--- src/rtl/rats_ram.sv ---
`default_nettype none
module rats_ram #(
  parameter int unsigned Width = 16,
  parameter int unsigned Depth = 256
) (
  input  wire logic                     clk_i,
  input  wire logic                     we_i,
  input  wire logic [$clog2(Depth)-1:0] waddr_i,
  input  wire logic [Width-1:0]         wdata_i,
  input  wire logic [$clog2(Depth)-1:0] raddr_i,
  output logic      [Width-1:0]         rdata_o
);
  logic [Width-1:0] mem_q [Depth];

  always_ff @(posedge clk_i) begin
    if (we_i) begin
      mem_q[waddr_i] <= wdata_i;
    end
    rdata_o <= mem_q[raddr_i];
  end
endmodule
`default_nettype wire

--- config.mk ---
export PLATFORM = sky130hd
export DESIGN_NAME = rats_ram
export DESIGN_NICKNAME = d
export VERILOG_FILES = /design/src/rtl/rats_ram.sv
export SDC_FILE = /design/constraint.sdc
export NUM_CORES = 2
export LEC_CHECK = 0
export CORE_MARGIN = 3
export CORE_UTILIZATION = 35
export DETAILED_ROUTE_END_ITERATION = 12
export DONT_BUFFER_PORTS = 1
export SYNTH_ARGS = -nofsm -noshare
export SYNTH_HDL_FRONTEND = slang
export SYNTH_SLANG_ARGS = --single-unit
--- constraint.sdc ---
create_clock -name clk_i -period 6.28 [get_ports clk_i]
set_input_delay 1.256 -clock clk_i [delete_from_list [all_inputs] [get_ports clk_i]]
set_output_delay 1.256 -clock clk_i [all_outputs]
set_load 0.01 [all_outputs]
==> results.py <==
metrics = {
    "timing": {
        "rsz0062_at_grt": "no",
        "fin_skew_ns": 0.04930,
        "period_minus_slack_ns": 5.718,
        "setup_viol": 0,
        "worst_pin_slew_ns": 1.448,
        "slew_viol_final": 0,
        "holdWs_ns": 0.5199,
        "slew_headroom_pct": 3.487,
        "period_share_pct": 91.05,
        "finalHoldViolCount": 0,
        "fin_tns_setup_ns": 0,
        "max_freq_mhz": 174.9,
    },
    "final_layout": {
        "final_cells": 13990,
        "design_area_um2": 179500,
        "syn_to_final_growth_pct": 13.12,
        "final_common_cell": "edfxtp_1",
        "drive_above_1_share_pct": 23.93,
        "nNetsFinal": 7743,
        "fillerInstances": 39220,
        "layout_common_cells": "edfxtp_1, mux4_2, mux2i_1",
    },
    "drt": {
        "drt_iter0_drc": 9618,
        "via_per_inst": 5.543,
        "dr.pass1.iters": 6,
        "ant_nets": 0,
        "wl_per_cell_um": 29.81,
        "drc": 0,
        "finalWirelength_um": 416900,
        "vias": 77520,
    },
    "hold_path": {
        "holdCritPathClass": "in2reg",
        "holdPathStages": 0,
    },
    "setup_path": {
        "r2r_start": "mem_q[131][6]",
        "setup.worst_path.end": "rdata_o[3]",
        "crit_path_top_delay_cell": "a21oi_1",
        "startpoint_type": "input port",
        "critPathLaunch": "raddr_i[0]",
        "max_stage_delay_ns": 0.69,
        "worstSetupPathType": "in2reg",
        "cp_top_family": "buffers and inverters",
        "crit_required_ns": 7.09,
        "critical_path.most_common_cell": "buf_16",
        "crit_buf_inv": 5,
        "reg2reg_slack_ns": 3.22,
        "crit_path_max_fanout": 143,
        "reg2reg_to": "rdata_o[6]",
        "r2r_cells": 7,
        "cp_cell_sequence": "buf_16, buf_16, buf_16, buf_16, mux2i_1, o221ai_1, o22ai_1, a21oi_1, buf_4, nand4_1, nor4_1",
        "cp.depth": 11,
        "cp-end-kind": "flop",
        "worstPathArrival_ns": 6.52,
    },
    "global_routing": {
        "grt_pass1_wl_um": 591200,
        "antenna_found_initial": 15,
        "grt_pass1_vias": 77440,
        "grt_start_max_net_pins": 738,
        "grt_use_total_pct": 17.65,
        "overflow": 0,
    },
    "clocking": {
        "tritoncts": "yes",
        "clkTransAtPathRegs_ns": 0.06,
        "cts_buffer_depth": 4,
        "hold_buffers": 0,
        "ctsResizeCount": 0,
        "post_cts_buffers": 0,
        "cts_made_buffers": 389,
        "insertion_delay_ns": 0.91,
        "clk_root_buffer_cell": "clkbuf_16",
        "clock-sinks": 4112,
        "h-tree-depth": 5,
    },
    "synth": {
        "syn_area_um2": 158700,
        "yosysSeqAreaShare_pct": 77.70,
        "ys_seq_elements": 4112,
        "synthCells": 7360,
        "synth_flop_cell": "edfxtp_1",
        "synth_edf_count": 4096,
        "synthDistinctLibCells": 52,
        "asyncSetResetFlopFracSynth_pct": 0,
        "synth.avg_cell_area_um2": 21.56,
        "synth_warnings": 0,
        "syn-num-nets": 7394,
    },
    "floorplan": {
        "coreArea_um2": 450300,
        "fp.dieH_um": 679.4,
        "die_area_um2": 461600,
        "rows": 246,
        "start_util_pct": 35.25,
        "io_pins": 50,
        "die_w_um": 679.4,
    },
    "power_and_ir_drop": {
        "peakVddDrop_uv": 225.0,
        "power.leakage_uw": 0.05583,
        "powerDensity_nw_per_um2": 307.6,
    },
    "placed_design": {
        "portBuffers": 0,
        "gp_congestion": 0.8189,
        "placed_cells": 13260,
        "place_area_um2": 167200,
        "hpwl_um": 224000,
    },
    "outcome": {
        "outcome": "finished clean",
    },
    "job": {
        "drv_cap": 0,
    },
}
## cell type report
class	count	area [um2]	area share, %
multi-input cells	2792	33000	18.38
inverters	4	27.53	0.01533
clock buffers	500	10420	5.802
well taps	5952	7447	4.148
repair buffers	410	3556	1.981
flip-flops and latches	4112	123300	68.68
diodes	13	32.53	0.01812
clock inverters	202	1743	0.9708
## report_power, final
part	switching (uW)	leakage [uW]	internal, uW
Clock	9900	0.00594	12800
Combinational	1220	0.0129	914
Sequential	77.4	0.0369	30300
Total	11200	0.0558	44000
## registers in the layout, indices dropped and copies added, names as in the netlist
| register | count |
|---|---|
| mem_q | 4096 |
| rdata_o | 16 |
## how the worst min path moves through the flow
stage	start	to	slack [ns]
2_1_floorplan	mem_q[232][1]	rdata_o[1]	0.85
3_3_place_gp	mem_q[234][1]	rdata_o[1]	1.04
3_5_place_dp	mem_q[234][1]	rdata_o[1]	1.04
4_1_cts	wdata_i[15]	mem_q[69][15]	0.44
5_1_grt	wdata_i[15]	mem_q[69][15]	0.46
6_report	wdata_i[15]	mem_q[69][15]	0.52
## layer usage
metal,track usage (%),part of all wire [%],up-vias
met1,23.19,39,41570
met5,0,0.017,-
met4,6.000,3.8,10
met2,29.69,50,3343
li1,-,-,31950
met3,3.024,7.6,644
## through the flow
step                      utilization [%]  total power, uW  setup WS (ns)
after floorplan                         -            32360          2.859
after global placement              37.12            32950        -0.3883
after detailed placement            37.12            32960        -0.3231
after CTS                           39.82            55510         0.6270
after global routing                39.87            56750         0.1764
final                               39.87            55230         0.5618
## logic make-up (layout without fill, tap and decap cells)
group	after synthesis	count (layout)	synth area share [%]
AO/OA/AOI/OAI	786	786	3.537
buffers and inverters	456	1116	1.693
AND/OR/NAND/NOR	556	556	1.574
flip-flops	4112	4112	77.70
multiplexers	1450	1450	15.50
other	0	13	0
## Yosys cell counts (all sizes together), types with 3 or more instances
| cell | n | area (um2) |
|---|---|---|
| o32ai | 21 | 191.4 |
| a2111oi | 6 | 52.55 |
| dfxtp | 16 | 320.3 |
| o31ai | 16 | 120.1 |
| or2 | 5 | 31.28 |
| nand2 | 38 | 142.6 |
| buf | 222 | 1809 |
| a211oi | 18 | 135.1 |
| o221ai | 253 | 2222 |
| mux4 | 797 | 17950 |
| nor4 | 18 | 118.9 |
| mux2i | 565 | 5655 |
| nor2 | 304 | 1141 |
| nand3 | 35 | 175.2 |
| a22oi | 43 | 322.8 |
| a221oi | 28 | 245.2 |
| nand2b | 3 | 18.77 |
| nor3 | 92 | 460.4 |
| o22ai | 148 | 925.9 |
| mux2 | 88 | 991.0 |
| nor2b | 9 | 56.30 |
| inv | 4 | 15.01 |
| a22o | 32 | 280.3 |
| nand4 | 26 | 162.7 |
| clkbuf | 230 | 863.3 |
| nand4b | 3 | 26.28 |
| a31oi | 6 | 37.54 |
| and3 | 11 | 68.82 |
| edfxtp | 4096 | 123000 |
| a21oi | 175 | 875.8 |
| o21ai | 38 | 190.2 |
Power figures use the tool's default switching activity.
